===== src/hdl/joystick_axis_conditioner_core_macros.svh =====
// ----------------------------------------------------------------------------
// Joystick axis conditioner assertion macros
// Shared property forms for the conditioner core, clocked on clk and
// disabled while rst_n is low.
// ----------------------------------------------------------------------------
`ifndef JOYSTICK_AXIS_CONDITIONER_CORE_MACROS_SVH
`define JOYSTICK_AXIS_CONDITIONER_CORE_MACROS_SVH

// same-cycle implication
`define JAC_ASSERT_SAME(label, ante, cons, msg) \
    label: assert property (@(posedge clk) disable iff (!rst_n) (ante) |-> (cons)) \
        else $error(msg);

// next-cycle implication
`define JAC_ASSERT_NEXT(label, ante, cons, msg) \
    label: assert property (@(posedge clk) disable iff (!rst_n) (ante) |=> (cons)) \
        else $error(msg);

`endif


===== src/hdl/jac_pkg.sv =====
// ----------------------------------------------------------------------------
// Joystick axis conditioner package
// Field widths, register indexes and the result layout of the conditioner.
// ----------------------------------------------------------------------------
package jac_pkg;

    localparam int FIELD_W    = 12;
    localparam int DZ_W       = 10;
    localparam int ALPHA_W    = 9;
    localparam int FRAC_BITS  = 8;
    localparam int CFG_ADDR_W = 3;
    localparam int CFG_DATA_W = 12;
    localparam int IN_DATA_W  = 2 * FIELD_W;
    localparam int OUT_DATA_W = 4 * FIELD_W;

    localparam logic [ALPHA_W-1:0] ALPHA_ONE = 9'd256;

    localparam logic [CFG_ADDR_W-1:0] REG_CENTER_X = 3'd0;
    localparam logic [CFG_ADDR_W-1:0] REG_CENTER_Y = 3'd1;
    localparam logic [CFG_ADDR_W-1:0] REG_MIN_X    = 3'd2;
    localparam logic [CFG_ADDR_W-1:0] REG_MAX_X    = 3'd3;
    localparam logic [CFG_ADDR_W-1:0] REG_MIN_Y    = 3'd4;
    localparam logic [CFG_ADDR_W-1:0] REG_MAX_Y    = 3'd5;
    localparam logic [CFG_ADDR_W-1:0] REG_DEADZONE = 3'd6;
    localparam logic [CFG_ADDR_W-1:0] REG_ALPHA    = 3'd7;

    typedef struct packed {
        logic [FIELD_W-1:0] echo_y;
        logic [FIELD_W-1:0] echo_x;
        logic [FIELD_W-1:0] out_y;
        logic [FIELD_W-1:0] out_x;
    } result_t;

endpackage


===== src/hdl/joystick_axis_conditioner_core.sv =====
// ----------------------------------------------------------------------------
// Joystick axis conditioner core
// Smooths an X/Y ADC sample pair, clamps it to calibration and maps it
// piecewise linearly around the calibrated center with a deadzone.
// ----------------------------------------------------------------------------
// One sample pair is taken when the core is idle; X is worked first, then Y,
// on one shared multiplier and one restoring divider that retires one
// quotient bit per cycle. Each axis runs the filter update (S_MUL0, S_MUL1),
// S_CLAMP and S_CHECK; an axis inside the deadzone (or with an empty or
// inverted span) then maps to OUT_CENTER, any other goes on through S_PROD,
// S_DIV, which yields NUM_W quotient bits, and S_MAP, where NUM_W = 12 + bits
// of the larger output half-range (24 at the default parameters). The first
// pair after reset loads the filter directly. The result sits in an output
// register, so the next pair is taken while it waits to be read; the hand-off
// stalls only while an earlier result is still unread.
`include "joystick_axis_conditioner_core_macros.svh"

module joystick_axis_conditioner_core
    import jac_pkg::*;
#(
    parameter int ADC_BITS   = 12,
    parameter int OUT_CENTER = 2048,
    parameter int OUT_MAX    = 4095
)
(
    input  logic                  clk,
    input  logic                  rst_n,
    input  logic                  s_axis_tvalid,
    output logic                  s_axis_tready,
    input  logic [IN_DATA_W-1:0]  s_axis_tdata,   // raw_x, raw_y
    output logic                  m_axis_tvalid,
    input  logic                  m_axis_tready,
    output logic [OUT_DATA_W-1:0] m_axis_tdata,   // out_x, out_y, echo_x, echo_y
    input  logic                  cfg_we,
    input  logic [CFG_ADDR_W-1:0] cfg_addr,
    input  logic [CFG_DATA_W-1:0] cfg_wdata
);

    localparam int ACC_W    = ADC_BITS + FRAC_BITS;
    localparam int SM_W     = ADC_BITS + 1;
    localparam int CMP_W    = (SM_W > FIELD_W) ? SM_W : FIELD_W;
    localparam int TMP_W    = ACC_W + ALPHA_W;
    localparam int K_LO     = OUT_CENTER;
    localparam int K_HI     = OUT_MAX - OUT_CENTER;
    localparam logic K_HI_NEG = (K_HI < 0);
    localparam int K_HI_ABS = (K_HI < 0) ? -K_HI : K_HI;
    localparam int K_MAX    = (K_LO > K_HI_ABS) ? K_LO : K_HI_ABS;
    localparam int KW       = $clog2(K_MAX + 1);
    localparam int MB_W     = (KW > ALPHA_W) ? KW : ALPHA_W;
    localparam int MA_W     = ACC_W;
    localparam int P_W      = MA_W + MB_W;
    localparam int NUM_W    = FIELD_W + KW;
    localparam int CNT_W    = $clog2(NUM_W + 1);
    localparam int RW       = ((NUM_W > 17) ? NUM_W : 17) + 2;

    localparam logic [3:0] S_IDLE  = 4'd0;
    localparam logic [3:0] S_MUL0  = 4'd1;
    localparam logic [3:0] S_MUL1  = 4'd2;
    localparam logic [3:0] S_CLAMP = 4'd3;
    localparam logic [3:0] S_CHECK = 4'd4;
    localparam logic [3:0] S_PROD  = 4'd5;
    localparam logic [3:0] S_DIV   = 4'd6;
    localparam logic [3:0] S_MAP   = 4'd7;
    localparam logic [3:0] S_DONE  = 4'd8;

    // configuration
    logic [FIELD_W-1:0] center_x_reg, center_y_reg;
    logic [FIELD_W-1:0] min_x_reg, max_x_reg, min_y_reg, max_y_reg;
    logic [DZ_W-1:0]    deadzone_reg;
    logic [ALPHA_W-1:0] alpha_reg;

    // control
    logic [3:0]       state_reg, state_next;
    logic             axis_reg, axis_next;
    logic             load_reg, load_next;
    logic             filter_ready_reg, filter_ready_next;
    logic [CNT_W-1:0] cnt_reg, cnt_next;
    logic             m_valid_reg, m_valid_next;
    logic [ACC_W-1:0] acc_x_reg, acc_x_next, acc_y_reg, acc_y_next;

    // datapath
    logic [FIELD_W-1:0] raw_x_reg, raw_x_next, raw_y_reg, raw_y_next;
    logic [TMP_W-1:0]   tmp_reg, tmp_next;
    logic [FIELD_W-1:0] v_reg, v_next;
    logic [FIELD_W-1:0] absd_reg, absd_next;
    logic [FIELD_W-1:0] span_reg, span_next;
    logic               side_lo_reg, side_lo_next;
    logic [NUM_W-1:0]   num_reg, num_next;
    logic [FIELD_W-1:0] rem_reg, rem_next;
    logic [FIELD_W-1:0] res_x_reg, res_x_next, res_y_reg, res_y_next;
    result_t            m_data_reg, m_data_next;

    logic               in_fire;
    logic [ACC_W-1:0]   acc_cur;
    logic [FIELD_W-1:0] raw_cur, ctr_cur, min_cur, max_cur;
    logic [ADC_BITS-1:0] raw_adc;
    logic [ALPHA_W-1:0] alpha_sat;
    logic [MA_W-1:0]    mul_a;
    logic [MB_W-1:0]    mul_b;
    logic [P_W-1:0]     mul_p;
    logic [TMP_W-1:0]   tmp_rnd;
    logic [ACC_W-1:0]   acc_upd;
    logic [ACC_W:0]     sm_sum;
    logic [CMP_W-1:0]   smooth_c, min_c, max_c;
    logic [FIELD_W-1:0] v_clamp;
    logic [FIELD_W:0]   d, span_lo, span_hi, span_sel;
    logic [FIELD_W-1:0] absd;
    logic               v_below, span_bad, in_dz;
    logic [FIELD_W:0]   trial;
    logic               q_bit;
    logic signed [RW-1:0] q_s, center_s, res_raw, lo_s, hi_s, res_cl;
    logic               axis_done;
    logic [FIELD_W-1:0] axis_val;

    assign in_fire       = s_axis_tvalid && s_axis_tready;
    assign s_axis_tready = (state_reg == S_IDLE);
    assign m_axis_tvalid = m_valid_reg;
    assign m_axis_tdata  = m_data_reg;

    assign acc_cur   = axis_reg ? acc_y_reg : acc_x_reg;
    assign raw_cur   = axis_reg ? raw_y_reg : raw_x_reg;
    assign ctr_cur   = axis_reg ? center_y_reg : center_x_reg;
    assign min_cur   = axis_reg ? min_y_reg : min_x_reg;
    assign max_cur   = axis_reg ? max_y_reg : max_x_reg;
    assign raw_adc   = ADC_BITS'(raw_cur);
    assign alpha_sat = (alpha_reg > ALPHA_ONE) ? ALPHA_ONE : alpha_reg;

    always_comb
    begin
        mul_a = '0;
        mul_b = '0;
        case (state_reg)
            S_MUL0:
            begin
                mul_a = acc_cur;
                mul_b = MB_W'(ALPHA_ONE - alpha_sat);
            end
            S_MUL1:
            begin
                mul_a = MA_W'(raw_adc);
                mul_b = MB_W'(alpha_sat);
            end
            S_PROD:
            begin
                mul_a = MA_W'(absd_reg);
                mul_b = side_lo_reg ? MB_W'(K_LO) : MB_W'(K_HI_ABS);
            end
            default:
            begin
                mul_a = '0;
                mul_b = '0;
            end
        endcase
    end

    assign mul_p   = P_W'(mul_a) * P_W'(mul_b);
    assign tmp_rnd = (tmp_reg + TMP_W'(128)) >> FRAC_BITS;
    assign acc_upd = ACC_W'(mul_p + P_W'(tmp_rnd));

    assign sm_sum   = {1'b0, acc_cur} + (ACC_W+1)'(128);
    assign smooth_c = CMP_W'(sm_sum[ACC_W:FRAC_BITS]);
    assign min_c    = CMP_W'(min_cur);
    assign max_c    = CMP_W'(max_cur);
    assign v_clamp  = (smooth_c < min_c) ? min_cur :
                      (smooth_c > max_c) ? max_cur : FIELD_W'(smooth_c);

    assign d        = {1'b0, v_reg} - {1'b0, ctr_cur};
    assign v_below  = d[FIELD_W];
    assign absd     = v_below ? FIELD_W'(-d) : d[FIELD_W-1:0];
    assign in_dz    = (absd <= FIELD_W'(deadzone_reg));
    assign span_lo  = {1'b0, ctr_cur} - {1'b0, min_cur};
    assign span_hi  = {1'b0, max_cur} - {1'b0, ctr_cur};
    assign span_sel = v_below ? span_lo : span_hi;
    assign span_bad = span_sel[FIELD_W] || (span_sel == '0);

    assign trial = {rem_reg, num_reg[NUM_W-1]} - {1'b0, span_reg};
    assign q_bit = !trial[FIELD_W];

    assign q_s      = signed'(RW'(num_reg));
    assign center_s = signed'(RW'(OUT_CENTER));
    assign res_raw  = (side_lo_reg || K_HI_NEG) ? (center_s - q_s) : (center_s + q_s);
    assign lo_s     = side_lo_reg ? signed'(RW'(0)) : center_s;
    assign hi_s     = side_lo_reg ? center_s : signed'(RW'(OUT_MAX));
    assign res_cl   = (res_raw < lo_s) ? lo_s : (res_raw > hi_s) ? hi_s : res_raw;

    always_comb
    begin
        state_next        = state_reg;
        axis_next         = axis_reg;
        load_next         = load_reg;
        filter_ready_next = filter_ready_reg;
        cnt_next          = cnt_reg;
        m_valid_next      = m_valid_reg;
        acc_x_next        = acc_x_reg;
        acc_y_next        = acc_y_reg;
        raw_x_next        = raw_x_reg;
        raw_y_next        = raw_y_reg;
        tmp_next          = tmp_reg;
        v_next            = v_reg;
        absd_next         = absd_reg;
        span_next         = span_reg;
        side_lo_next      = side_lo_reg;
        num_next          = num_reg;
        rem_next          = rem_reg;
        res_x_next        = res_x_reg;
        res_y_next        = res_y_reg;
        m_data_next       = m_data_reg;
        axis_done         = 1'b0;
        axis_val          = FIELD_W'(OUT_CENTER);

        if (m_valid_reg && m_axis_tready)
        begin
            m_valid_next = 1'b0;
        end

        unique case (state_reg)
            S_IDLE:
            begin
                if (in_fire)
                begin
                    raw_x_next = s_axis_tdata[FIELD_W-1:0];
                    raw_y_next = s_axis_tdata[2*FIELD_W-1:FIELD_W];
                    axis_next  = 1'b0;
                    load_next  = !filter_ready_reg;
                    if (!filter_ready_reg)
                    begin
                        acc_x_next = ACC_W'(ADC_BITS'(s_axis_tdata[FIELD_W-1:0]))
                                     << FRAC_BITS;
                        acc_y_next = ACC_W'(ADC_BITS'(s_axis_tdata[2*FIELD_W-1:FIELD_W]))
                                     << FRAC_BITS;
                        filter_ready_next = 1'b1;
                        state_next = S_CLAMP;
                    end
                    else
                    begin
                        state_next = S_MUL0;
                    end
                end
            end
            S_MUL0:
            begin
                tmp_next   = TMP_W'(mul_p);
                state_next = S_MUL1;
            end
            S_MUL1:
            begin
                if (axis_reg)
                begin
                    acc_y_next = acc_upd;
                end
                else
                begin
                    acc_x_next = acc_upd;
                end
                state_next = S_CLAMP;
            end
            S_CLAMP:
            begin
                v_next     = v_clamp;
                state_next = S_CHECK;
            end
            S_CHECK:
            begin
                absd_next    = absd;
                span_next    = span_sel[FIELD_W-1:0];
                side_lo_next = v_below;
                if (in_dz || span_bad)
                begin
                    axis_done = 1'b1;
                end
                else
                begin
                    state_next = S_PROD;
                end
            end
            S_PROD:
            begin
                num_next   = NUM_W'(mul_p);
                rem_next   = '0;
                cnt_next   = CNT_W'(NUM_W);
                state_next = S_DIV;
            end
            S_DIV:
            begin
                rem_next = q_bit ? trial[FIELD_W-1:0]
                                 : {rem_reg[FIELD_W-2:0], num_reg[NUM_W-1]};
                num_next = {num_reg[NUM_W-2:0], q_bit};
                cnt_next = cnt_reg - CNT_W'(1);
                if (cnt_reg == CNT_W'(1))
                begin
                    state_next = S_MAP;
                end
            end
            S_MAP:
            begin
                axis_done = 1'b1;
                axis_val  = res_cl[FIELD_W-1:0];
            end
            S_DONE:
            begin
                if (!m_valid_reg || m_axis_tready)
                begin
                    m_data_next.out_x  = res_x_reg;
                    m_data_next.out_y  = res_y_reg;
                    m_data_next.echo_x = raw_x_reg;
                    m_data_next.echo_y = raw_y_reg;
                    m_valid_next       = 1'b1;
                    state_next         = S_IDLE;
                end
            end
            default:
            begin
                state_next = S_IDLE;
            end
        endcase

        if (axis_done)
        begin
            if (axis_reg)
            begin
                res_y_next = axis_val;
                state_next = S_DONE;
            end
            else
            begin
                res_x_next = axis_val;
                axis_next  = 1'b1;
                state_next = load_reg ? S_CLAMP : S_MUL0;
            end
        end
    end

    always_ff @(posedge clk or negedge rst_n)
    begin
        if (!rst_n)
        begin
            center_x_reg <= 12'd2048;
            center_y_reg <= 12'd2048;
            min_x_reg    <= 12'd0;
            max_x_reg    <= 12'd4095;
            min_y_reg    <= 12'd0;
            max_y_reg    <= 12'd4095;
            deadzone_reg <= 10'd40;
            alpha_reg    <= 9'd64;
        end
        else if (cfg_we)
        begin
            unique case (cfg_addr)
                REG_CENTER_X: center_x_reg <= cfg_wdata;
                REG_CENTER_Y: center_y_reg <= cfg_wdata;
                REG_MIN_X:    min_x_reg    <= cfg_wdata;
                REG_MAX_X:    max_x_reg    <= cfg_wdata;
                REG_MIN_Y:    min_y_reg    <= cfg_wdata;
                REG_MAX_Y:    max_y_reg    <= cfg_wdata;
                REG_DEADZONE: deadzone_reg <= cfg_wdata[DZ_W-1:0];
                REG_ALPHA:    alpha_reg    <= cfg_wdata[ALPHA_W-1:0];
                default:      alpha_reg    <= alpha_reg;
            endcase
        end
    end

    always_ff @(posedge clk or negedge rst_n)
    begin
        if (!rst_n)
        begin
            state_reg        <= S_IDLE;
            axis_reg         <= 1'b0;
            load_reg         <= 1'b0;
            filter_ready_reg <= 1'b0;
            cnt_reg          <= '0;
            m_valid_reg      <= 1'b0;
            acc_x_reg        <= '0;
            acc_y_reg        <= '0;
        end
        else
        begin
            state_reg        <= state_next;
            axis_reg         <= axis_next;
            load_reg         <= load_next;
            filter_ready_reg <= filter_ready_next;
            cnt_reg          <= cnt_next;
            m_valid_reg      <= m_valid_next;
            acc_x_reg        <= acc_x_next;
            acc_y_reg        <= acc_y_next;
        end
    end

    always_ff @(posedge clk)
    begin
        raw_x_reg   <= raw_x_next;
        raw_y_reg   <= raw_y_next;
        tmp_reg     <= tmp_next;
        v_reg       <= v_next;
        absd_reg    <= absd_next;
        span_reg    <= span_next;
        side_lo_reg <= side_lo_next;
        num_reg     <= num_next;
        rem_reg     <= rem_next;
        res_x_reg   <= res_x_next;
        res_y_reg   <= res_y_next;
        m_data_reg  <= m_data_next;
    end

    `JAC_ASSERT_NEXT(a_busy_after_accept, in_fire, state_reg != S_IDLE,
        "core still idle after taking a transaction")
    `JAC_ASSERT_SAME(a_div_count_live, state_reg == S_DIV, cnt_reg != '0,
        "divider running with an exhausted bit count")
    `JAC_ASSERT_SAME(a_div_rem_bound, state_reg == S_DIV, rem_reg < span_reg,
        "divider remainder not below the span")
    `JAC_ASSERT_NEXT(a_filter_sticky, filter_ready_reg, filter_ready_reg,
        "filter lost its loaded state")
    `JAC_ASSERT_NEXT(a_done_holds, (state_reg == S_DONE) && m_valid_reg && !m_axis_tready,
        state_reg == S_DONE, "result dropped over a pending transaction")

endmodule

===== config.mk =====
export PLATFORM = sky130hd
export DESIGN_NAME = joystick_axis_conditioner_core
export DESIGN_NICKNAME = d
export VERILOG_FILES = /design/src/hdl/jac_pkg.sv /design/src/hdl/joystick_axis_conditioner_core.sv
export VERILOG_INCLUDE_DIRS = /design/src /design/src/hdl
export SDC_FILE = /design/constraint.sdc
export NUM_CORES = 1
export LEC_CHECK = 0
export BUFFER_PORTS_ARGS = -buffer_cell sky130_fd_sc_hd__buf_4
export CAP_MARGIN = 25
export CELL_PAD_IN_SITES_DETAIL_PLACEMENT = 1
export CELL_PAD_IN_SITES_GLOBAL_PLACEMENT = 2
export CORE_ASPECT_RATIO = 0.7
export CORE_MARGIN = 2
export CORE_UTILIZATION = 45
export DETAILED_ROUTE_END_ITERATION = 12
export GPL_TIMING_DRIVEN = 0
export HOLD_SLACK_MARGIN = 0.02
export PLACE_DENSITY_LB_ADDON = 0.3
export SETUP_SLACK_MARGIN = 0.3
export SLEW_MARGIN = 20
export SYNTH_ARGS = -nofsm -noshare
export SYNTH_HDL_FRONTEND = slang
export SYNTH_SLANG_ARGS = --single-unit

===== constraint.sdc =====
create_clock -name clk -period 16.35 [get_ports clk]
set_input_delay 1.635 -clock clk [delete_from_list [all_inputs] [get_ports clk]]
set_output_delay 1.635 -clock clk [all_outputs]
set_load 0.01 [all_outputs]

# ---- After elaboration in Yosys (flattened, before gate mapping)
# Index checks and enable logic that the tools add are counted.
# Widths: inputs -> output; s select.
dict set report word_totals {
  wordCells 153
  in_bits 44
  ff_bits 341
  output_inout_bits 50
}
dict set report classes {
  n_eq_ne 25
  mul 1
  order_cmp 6
  addsub 12
  bitwise 1
  mux 49
  reduce_logical 28
}
# operator n
set ops {}
lappend ops {{$mux 12} 13}
lappend ops {{$mux 20} 7}
lappend ops {{$pmux 20 s2} 2}
lappend ops {{$pmux 20 s3} 1}
lappend ops {{$pmux 24 s2} 1}
lappend ops {{$sub 12x12->13} 3}
lappend ops {{$pmux 12 s3} 1}
lappend ops {{$pmux 4 s9} 1}
lappend ops {{$add 28x8->28 const B} 1}
lappend ops {{$mul 20x12->28} 1}
lappend ops {{$gt 26x13->1} 1}
lappend ops {{$lt 26x13->1} 1}
lappend ops {{$mux 26} 1}
lappend ops {{$add 12x24->25 const A} 1}
lappend ops {{$sub 12x24->25 const A} 1}
lappend ops {{$mux 4} 6}
lappend ops {{$pmux 12 s2} 1}
lappend ops {{$reduce_and 2->1} 12}
lappend ops {{$add 20x8->21 const B} 1}
lappend ops {{$add 20x20->20} 1}
lappend ops {{$eq 4x3->1 const B} 4}
lappend ops {{$gt 13x12->1} 1}
lappend ops {{$logic_not 13->1} 1}
lappend ops {{$lt 13x12->1} 1}
lappend ops {{other kinds (33)} 58}

# ---- Depth between registers and ports, before layout
# Gate-level depths: netlist of run 1.
dict set report depth {
  word_depth 10
  mapped_depth 37
  depth_no_buf 36
}

# ---- Worst setup path before layout of run 1
# OpenSTA, ideal clock, no wires.
dict set report synth_timing {
  path_type {register to register}
  from {register axis_reg}
  to {register res_y_reg[0] (enable)}
  setup_ns 0.399
  period_less_slack_ns 8.222
  n_path_buf 9
  t_arrival_ns 7.822
  path_stages_with_launch 32
  required_time_ns 15.951
  slack_ns 8.128
  path_cell_list {dfrtp_1 clkbuf_1 clkbuf_1 clkbuf_1 buf_1 clkbuf_1 clkbuf_1 mux2i_1 inv_1 ha_1 inv_1 fa_1 a211oi_1 o21ai_0 a41o_1 o22a_1 clkbuf_1 inv_1 clkbuf_1 clkbuf_1 o21ai_0 ha_1 nor2b_1 o21a_1 o21ai_0 a21oi_1 nor2_1 nor2_1 o41ai_1 and3b_1 o21ai_0 a21boi_0}
}
dict set report synth_via {
  elab_cells_between_ends 16
  classes_between {add/sub (4); order compare (1); mux (7); reduce/logical (4)}
}
# element line
set synth_rtl {}
lappend synth_rtl {{start, declared} joystick_axis_conditioner_core.sv:74} ;# logic axis_reg, axis_next;
lappend synth_rtl {{start signal, assigned} joystick_axis_conditioner_core.sv:378} ;# axis_reg <= axis_next;
lappend synth_rtl {{$mux 12} joystick_axis_conditioner_core.sv:122} ;# assign ctr_cur = axis_reg ? center_y_reg : center_x_reg;
lappend synth_rtl {{$sub 12x12->13} joystick_axis_conditioner_core.sv:167} ;# assign d = {1'b0, v_reg} - {1'b0, ctr_cur};
lappend synth_rtl {{named net d[12]} joystick_axis_conditioner_core.sv:106} ;# logic [FIELD_W:0] d, span_lo, span_hi, span_sel;
lappend synth_rtl {{$mux 12} joystick_axis_conditioner_core.sv:169} ;# assign absd = v_below ? FIELD_W'(-d) : d[FIELD_W-1:0];
lappend synth_rtl {{named net absd[1]} joystick_axis_conditioner_core.sv:107} ;# logic [FIELD_W-1:0] absd;
lappend synth_rtl {{$le 12x10->1} joystick_axis_conditioner_core.sv:170} ;# assign in_dz = (absd <= FIELD_W'(deadzone_reg));
lappend synth_rtl {{$logic_or 1x1->1} joystick_axis_conditioner_core.sv:267} ;# if (in_dz || span_bad)
lappend synth_rtl {{$mux 1} joystick_axis_conditioner_core.sv:267}
lappend synth_rtl {{$pmux 1 s2} joystick_axis_conditioner_core.sv:216} ;# unique case (state_reg)
lappend synth_rtl {{$reduce_and 2->1 (no source line)} -}
lappend synth_rtl {{end signal, assigned} joystick_axis_conditioner_core.sv:400} ;# res_y_reg <= res_y_next;
lappend synth_rtl {{end, declared} joystick_axis_conditioner_core.sv:90} ;# logic [FIELD_W-1:0] res_x_reg, res_x_next, res_y_reg, res_y_next;
# The timed path passes the listed nets, and every way through them passes these cells.
# A chain may end at the register's enable or synchronous reset.

# ---- Worst setup path in the final report of run 1
dict set report layout_timing {
  from {register axis_reg}
  to {register res_y_reg[2] (enable)}
}
# The elaborated chain is that of the path after synthesis.

==> out/metrics.yaml, run 1 <==
power:
  total_power_mw: 6.36
  pwr_density_cell_nw_per_um2: 216
  peakVddDrop_mv: 0.0826
  p_leak_nw: 13.1
clock_tree:
  ctsHoldBuffers: 0
  worstSkewPairLatency_ns: 0.55
  cts-resized-gates: 0
  cts_tree: "built"
  clk_pin_slew_ns: 0.07
  root_buffer: "clkbuf_16"
  cts_buffers: 35
  clock_path_buffers: 3
  clkSinkCount: 334
  post_cts_buffers: 0
  htreeDepth: 2
sta:
  period_minus_slack_ns: 11.53
  fin_crit_sh_pct: 70.5
  clock_skew_ns: 0.0177
  tightest_slew_ns: 1.05
  grt_setup_unrepaired: "false"
  final.setup.tns_ns: 0
  timing.fmax_mhz: 86.7
  maxSlewViolCount: 0
  setup_viol: 0
  relSlewSlack_pct: 30.2
  hold_viol: 0
setup_path:
  reg2reg_from: "axis_reg$_DFF_PN0_"
  endpoint: "res_y_reg[2]$_DFFE_PP_"
  cp_slowest_cell: "buf_1"
  worstPathMaxFanout: 12
  reg2reg_setup_slack_ns: 4.82
  r2r_end: "res_y_reg[2]$_DFFE_PP_"
  crit_arrival_ns: 11.69
  ff2ff_path_depth: 29
  cpMostUsedCell: "clkbuf_1"
  start_kind: "register"
  crit_family: "buffers and inverters"
  crit_path_start: "axis_reg$_DFF_PN0_"
  path_buf_inv: 11
  cp.depth: 29
  worstSetupEndpointType: "register"
  crit_type: "register to register"
  crit_path_max_incr_delay_ns: 0.82
  required_ns: 16.51
synthesis:
  synth.largest_area_cell: "edfxtp_1"
  synthFlopType: "edfxtp_1"
  syn_avg_cell_area_um2: 10.0
  yosysSeqAreaShare_pct: 35.6
  synth-edff-count: 190
  ys_types: 80
  ys_ff_latch: 334
  synth_warnings: 0
  synthCells: 2619
  async_reset_ff_share_pct: 43.1
  synth.area.top_cells: "edfxtp_1, fa_1, dfrtp_1"
  synth_top_area_share_pct: 21.7
  syn_area_um2: 26200
placed_design:
  port_buffers: 91
  gp_congestion: 0.908
  dp.cells: 3493
  place_hpwl_um: 69900
layout:
  drive_gt1_share_pct: 12.1
  nets: 3169
  finish.utilization_pct: 50.7
  n_fill_cell: 6459
  largest_reg_flops: 48
  area_growth_pct: 12.1
  finalNonFillerCells: 3559
  antenna_cells: 0
run_status:
  status: "finished, final reports clean"
floorplanning:
  pin_count: 94
  die_h_um: 206
  start_util_pct: 45.3
  core_um2: 58000
  rows: 74
  die_w_um: 293
  die_area_um2: 60300
drt:
  drt_first_pass_iters: 5
  viasPerCell: 5.78
  drc: 0
  routed_wl_um: 86100
  antenna_left: 0
  drt_iter0_drc: 1475
  vias: 20557
  wl_per_cell_um: 24.2
global_routing:
  grt_pass1_wl_um: 132000
  grtUsageTotal_pct: 29.1
  grt_overflow: 0
  antenna_found_initial: 3
  grt_max_degree: 96
  grt_pass1_vias: 21619
run:
  drv_cap: 0
min_path:
  hp-start: "res_y_reg[11]$_DFFE_PP_"
  hp-class: "register to register"
## cell type report
class | count | area [um^2] | share of cell area, %
plain buffers | 91 | 354 | 1.20
clock buffers | 48 | 1040 | 3.54
clock inverters | 15 | 191 | 0.651
inverters | 313 | 1170 | 4.00
multi-input cells | 1894 | 15500 | 52.6
flip-flops and latches | 334 | 9350 | 31.8
well taps | 760 | 951 | 3.23
repair buffers | 104 | 883 | 3.00
## cell usage in the layout (no fill, tap or decap), types with 21 or more instances in the layout
cell type	count
a21o_1	25
a21oi_1	112
and2_1	38
buf_4	96
clkbuf_1	81
clkbuf_16	39
dfrtp_1	115
dfstp_2	29
edfxtp_1	190
fa_1	180
ha_1	172
inv_1	311
mux2_2	114
mux2i_1	90
nand2_1	334
nand3_1	40
nor2_1	171
nor2b_1	30
nor3_1	38
o21a_1	21
o21ai_0	97
xnor2_1	82
xor2_1	55
## cells by family after synthesis
logic type / Yosys count / synth area share (%)
compound gates: 401 / 9.77
other cells: 2 / 0.0286
simple gates: 784 / 13.8
buf+inv: 404 / 5.82
fa+ha+maj: 352 / 21.9
mux: 204 / 8.33
xor+xnor: 138 / 4.66
flops: 334 / 35.6
## worst register-to-register path, delay by kind of cell (launching register included)
| kind | cells | cell delay, ns |
|---|---|---|
| buffers and inverters | 11 | 5.31 |
| AOI/OAI and AO/OA | 11 | 3.45 |
| adders and majority gates | 2 | 0.80 |
| and+or+nand+nor | 4 | 0.64 |
| muxes | 1 | 0.61 |
| DFF | 1 | 0.34 |
## worst min path at each step
stage                                 end  slack, ns  depth (start not counted)
2_1_floorplan   m_axis_tdata[0]$_DFFE_PP_       0.40                          0
3_3_place_gp   m_axis_tdata[20]$_DFFE_PP_       0.40                          0
3_5_place_dp   m_axis_tdata[20]$_DFFE_PP_       0.41                          0
4_1_cts        m_axis_tdata[20]$_DFFE_PP_       0.42                          0
5_1_grt        m_axis_tdata[20]$_DFFE_PP_       0.43                          0
6_report       m_axis_tdata[23]$_DFFE_PP_       0.42                          0
## power breakdown
group | internal, mW | switching, mW
combinational | 1.45 | 2.60
sequential | 1.26 | 0.170
clock | 0.513 | 0.360
total | 3.22 | 3.13
## synthesized netlist by cell type, types with 16 or more instances
cell type / instances
ha_1: 172
nand2_1: 334
xnor2_1: 82
o21ai_0: 97
a31oi_1: 17
nand3_1: 40
o21a_1: 21
o31ai_1: 16
dfrtp_1: 115
mux2i_1: 90
edfxtp_1: 190
mux2_2: 114
nand2b_1: 17
dfstp_2: 29
nand4_1: 18
nor2b_1: 31
a21oi_1: 113
fa_1: 180
and2_1: 38
clkbuf_1: 75
inv_1: 312
xor2_1: 55
nor2_1: 171
nor3_1: 43
a21o_1: 25
## stage by stage
| stage | instance area (um^2) | hold slack (ns) | setup slack (ns) |
|---|---|---|---|
| 2_1_floorplan | 26300 | 0.400 | 8.13 |
| 3_3_place_gp | 27900 | 0.401 | 3.83 |
| 3_5_place_dp | 28100 | 0.409 | 5.04 |
| 4_1_cts | 29400 | 0.421 | 4.90 |
| 5_1_grt | 29400 | 0.428 | 4.42 |
| 6_report | 29400 | 0.417 | 4.82 |
## routing by layer
layer / vias up / GRT usage (%) / share of wire (%)
met1: 10693 / 44.7 / 50
met3: 69 / 5.54 / 7.1
li1: 9235 / - / -
met4: 0 / 4.78 / 1.3
met2: 560 / 43.0 / 42
met5: - / 0 / 0
No activity file was read; power rests on OpenSTA's default activity.
==> run 2: changes to the inputs <==
--- a/config.mk
+++ b/config.mk
@@ -12,7 +12,7 @@
 export CELL_PAD_IN_SITES_GLOBAL_PLACEMENT = 2
 export CORE_ASPECT_RATIO = 0.7
 export CORE_MARGIN = 2
-export CORE_UTILIZATION = 45
+export CORE_UTILIZATION = 42
 export DETAILED_ROUTE_END_ITERATION = 12
 export GPL_TIMING_DRIVEN = 0
 export HOLD_SLACK_MARGIN = 0.02
==> constraint.sdc (replaced) <==
create_clock -name clk -period 11.5 [get_ports clk]
set_input_delay 1.15 -clock clk [delete_from_list [all_inputs] [get_ports clk]]
set_output_delay 1.15 -clock clk [all_outputs]
set_load 0.01 [all_outputs]
==> run 2 against run 1 <==
  * Register-to-register slack lost 3.9 ns
  * Fmax grew 8.7%
  * First-iteration DRC count shrank 6.6%
  * Largest cell class unchanged
  * Via count shrank 0.76%
==> out/metrics.yaml, run 2 (synthesized netlist as in run 1, its figures left out) <==
sta:
  maxSlewViolCount: 0  # unchanged
  relSlewSlack_pct: 24.7  # was 30.2%
  grt_setup_unrepaired: "false"  # unchanged
  timing.fmax_mhz: 94.3  # was 86.7 MHz
  tightest_slew_ns: 1.10  # was 1.05 ns
  fin_crit_sh_pct: 92.3  # was 70.5%
  setup_viol: 0  # unchanged
  hold_viol: 0  # unchanged
  period_minus_slack_ns: 10.61  # was 11.53 ns
  clock_skew_ns: 0.0200  # was 0.0177 ns
drt:
  routed_wl_um: 86000  # was 86100 um
  antenna_left: 0  # unchanged
  wl_met1_um: 42700  # was 43000 um
  drt_iter0_drc: 1378  # was 1475
  wl_per_cell_um: 23.8  # was 24.2 um
  drt_first_pass_iters: 5  # unchanged
  dr_wl_met2_um: 35100  # was 35900 um
  route.met3.wl_um: 6640  # was 6090 um
  drc: 0  # unchanged
  viasPerCell: 5.64  # was 5.78
  dr.max_layer_used: "met5"  # was met4
  vias: 20401  # was 20557
placed_design:
  placed_cell_area_um2: 28200  # was 28100 um^2
  port_buffers: 91  # unchanged
  dp.cells: 3551  # was 3493
  gp_congestion: 0.931  # was 0.908
  place_hpwl_um: 69900  # about the same
run_status:
  status: "finished, final reports clean"  # unchanged
setup_path:
  crit_path_max_incr_delay_ns: 0.63  # was 0.82 ns
  crit_type: "register to register"  # unchanged
  required_ns: 11.91  # was 16.51 ns
  reg2reg_from: "axis_reg$_DFF_PN0_"  # unchanged
  cp_slowest_cell: "a211oi_1"  # was buf_1
  crit_arrival_ns: 11.02  # was 11.69 ns
  worstPathMaxFanout: 10  # was 12
  start_kind: "register"  # unchanged
  crit_family: "adder cells"  # was buffers and inverters
  crit_path_start: "axis_reg$_DFF_PN0_"  # unchanged
  path_buf_inv: 8  # was 11
  worstSetupEndpointType: "register"  # unchanged
  cpMostUsedCell: "fa_1"  # was clkbuf_1
layout:
  largest_reg_flops: 48  # unchanged
  n_fill_cell: 6905  # was 6459
  seqCellArea_um2: 9350  # unchanged
  final_cell_mix: "nand2_1, inv_1, edfxtp_1"  # unchanged
  final_common_cell: "nand2_1"  # unchanged
  design_area_um2: 29400  # about the same
  multiInputGateArea_um2: 15500  # about the same
  antenna_cells: 0  # unchanged
  drive_gt1_share_pct: 12.2  # was 12.1%
  finalNonFillerCells: 3615  # was 3559
  nets: 3166  # was 3169
  area_growth_pct: 12.0  # was 12.1%
power:
  p_leak_nw: 13.0  # was 13.1 nW
  peakVddDrop_mv: 0.112  # was 0.0826 mV
  total_power_mw: 8.94  # was 6.36 mW
  pwr_density_cell_nw_per_um2: 304  # was 216 nW/um^2
global_routing:
  antenna_found_initial: 6  # was 3
  grt_pass1_vias: 21482  # was 21619
  grtUsageTotal_pct: 27.2  # was 29.1%
  grt_overflow: 0  # unchanged
  grt_pass1_wl_um: 131000  # was 132000 um
  grt_max_degree: 95  # was 96
clock_tree:
  worstSkewPairLatency_ns: 0.54  # was 0.55 ns
  post_cts_buffers: 0  # unchanged
  clk_pin_slew_ns: 0.07  # about the same
  ctsHoldBuffers: 0  # unchanged
  htreeDepth: 2  # unchanged
  cts_tree: "built"  # unchanged
  clock_path_buffers: 3  # unchanged
  cts_buffers: 35  # unchanged
  clkSinkCount: 334  # unchanged
  root_buffer: "clkbuf_16"  # unchanged
floorplanning:
  die_h_um: 213  # was 206 um
  pin_count: 94  # unchanged
  rows: 76  # was 74
  start_util_pct: 42.6  # was 45.3%
  core_um2: 61600  # was 58000 um^2
  die_area_um2: 64500  # was 60300 um^2
  die_w_um: 303  # was 293 um
min_path:
  hp-class: "register to register"  # unchanged
  hp-start: "res_x_reg[0]$_DFFE_PP_"  # was res_y_reg[11]$_DFFE_PP_
run:
  drv_cap: 0  # unchanged
[run 2: cell count changes in the layout (fill, tap and decap cells not counted), sizes merged, moves of 2 or more]
cell,previous run,this run
buf,119,115
clkbuf,124,127
clkinvlp,3,0
bufinv,4,2
[run 2: metal layers]
layer / vias up / GRT usage, %
li1: 9223 / -
met1: 10489 / 42.0
met2: 590 / 38.9
met3: 97 / 5.72
met4: 2 / 5.37
met5: - / 0
[run 2: power by group]
| group | switching [mW] | internal, mW | leakage [nW] |
|---|---|---|---|
| Clock | 0.503 | 0.672 | 0.572 |
| Combinational | 3.67 | 2.05 | 9.01 |
| Sequential | 0.241 | 1.80 | 3.46 |
| Total | 4.41 | 4.52 | 13.0 |
[run 2: repair_timing]
action | in CTS | in global routing
gates cloned | 0 | 0
endpoints found under the setup margin | 12 | 34
resized for setup | 2 | 8
hold endpoints to repair | 0 | 0
[run 2: final timing paths]
check                           slack [ns]                   endpoint  cells past startpoint
worst max-delay path                  0.89  acc_y_reg[18]$_DFFE_PN0P_                     31
worst min-delay path                  0.41  m_axis_tdata[0]$_DFFE_PP_                      0
worst max register to register        0.89  acc_y_reg[18]$_DFFE_PN0P_                     31
worst min register to register        0.41  m_axis_tdata[0]$_DFFE_PP_                      0
max in group asynchronous            10.14    m_axis_tvalid$_DFF_PN0_                      2
min in group asynchronous             0.51  min_y_reg[11]$_DFFE_PN0P_                      1
[run 2: area by class of cell]
class                   count  share of cell area, %
multi-input cells        1894                   52.6
flip-flops and latches    334                   31.8
inverters                 313                   4.00
well taps                 819                   3.49
repair buffers            101                   2.89
plain buffers              91                   1.25
clock buffers              51                   3.50
clock inverters            12                  0.447
[run 2: worst register-to-register path, delay by kind of cell (launching register included)]
kind | cells | cell delay, ns
xor+xnor | 2 | 0.72
buf+inv | 8 | 2.58
mux | 1 | 0.62
simple gates | 2 | 0.30
fa+ha+maj | 7 | 3.36
compound gates | 11 | 2.61
flops | 1 | 0.32
[run 2: stage by stage]
stage          setup slack (ns)  utilization, %  hold slack [ns]  setup TNS, ns
2_1_floorplan              3.28               -            0.400              0
3_3_place_gp             -0.990            45.4            0.406         -11.87
3_5_place_dp              0.261            45.8            0.409              0
4_1_cts                   0.305            47.7            0.418              0
5_1_grt                   0.374            47.7            0.424              0
6_report                  0.890            47.7            0.413              0
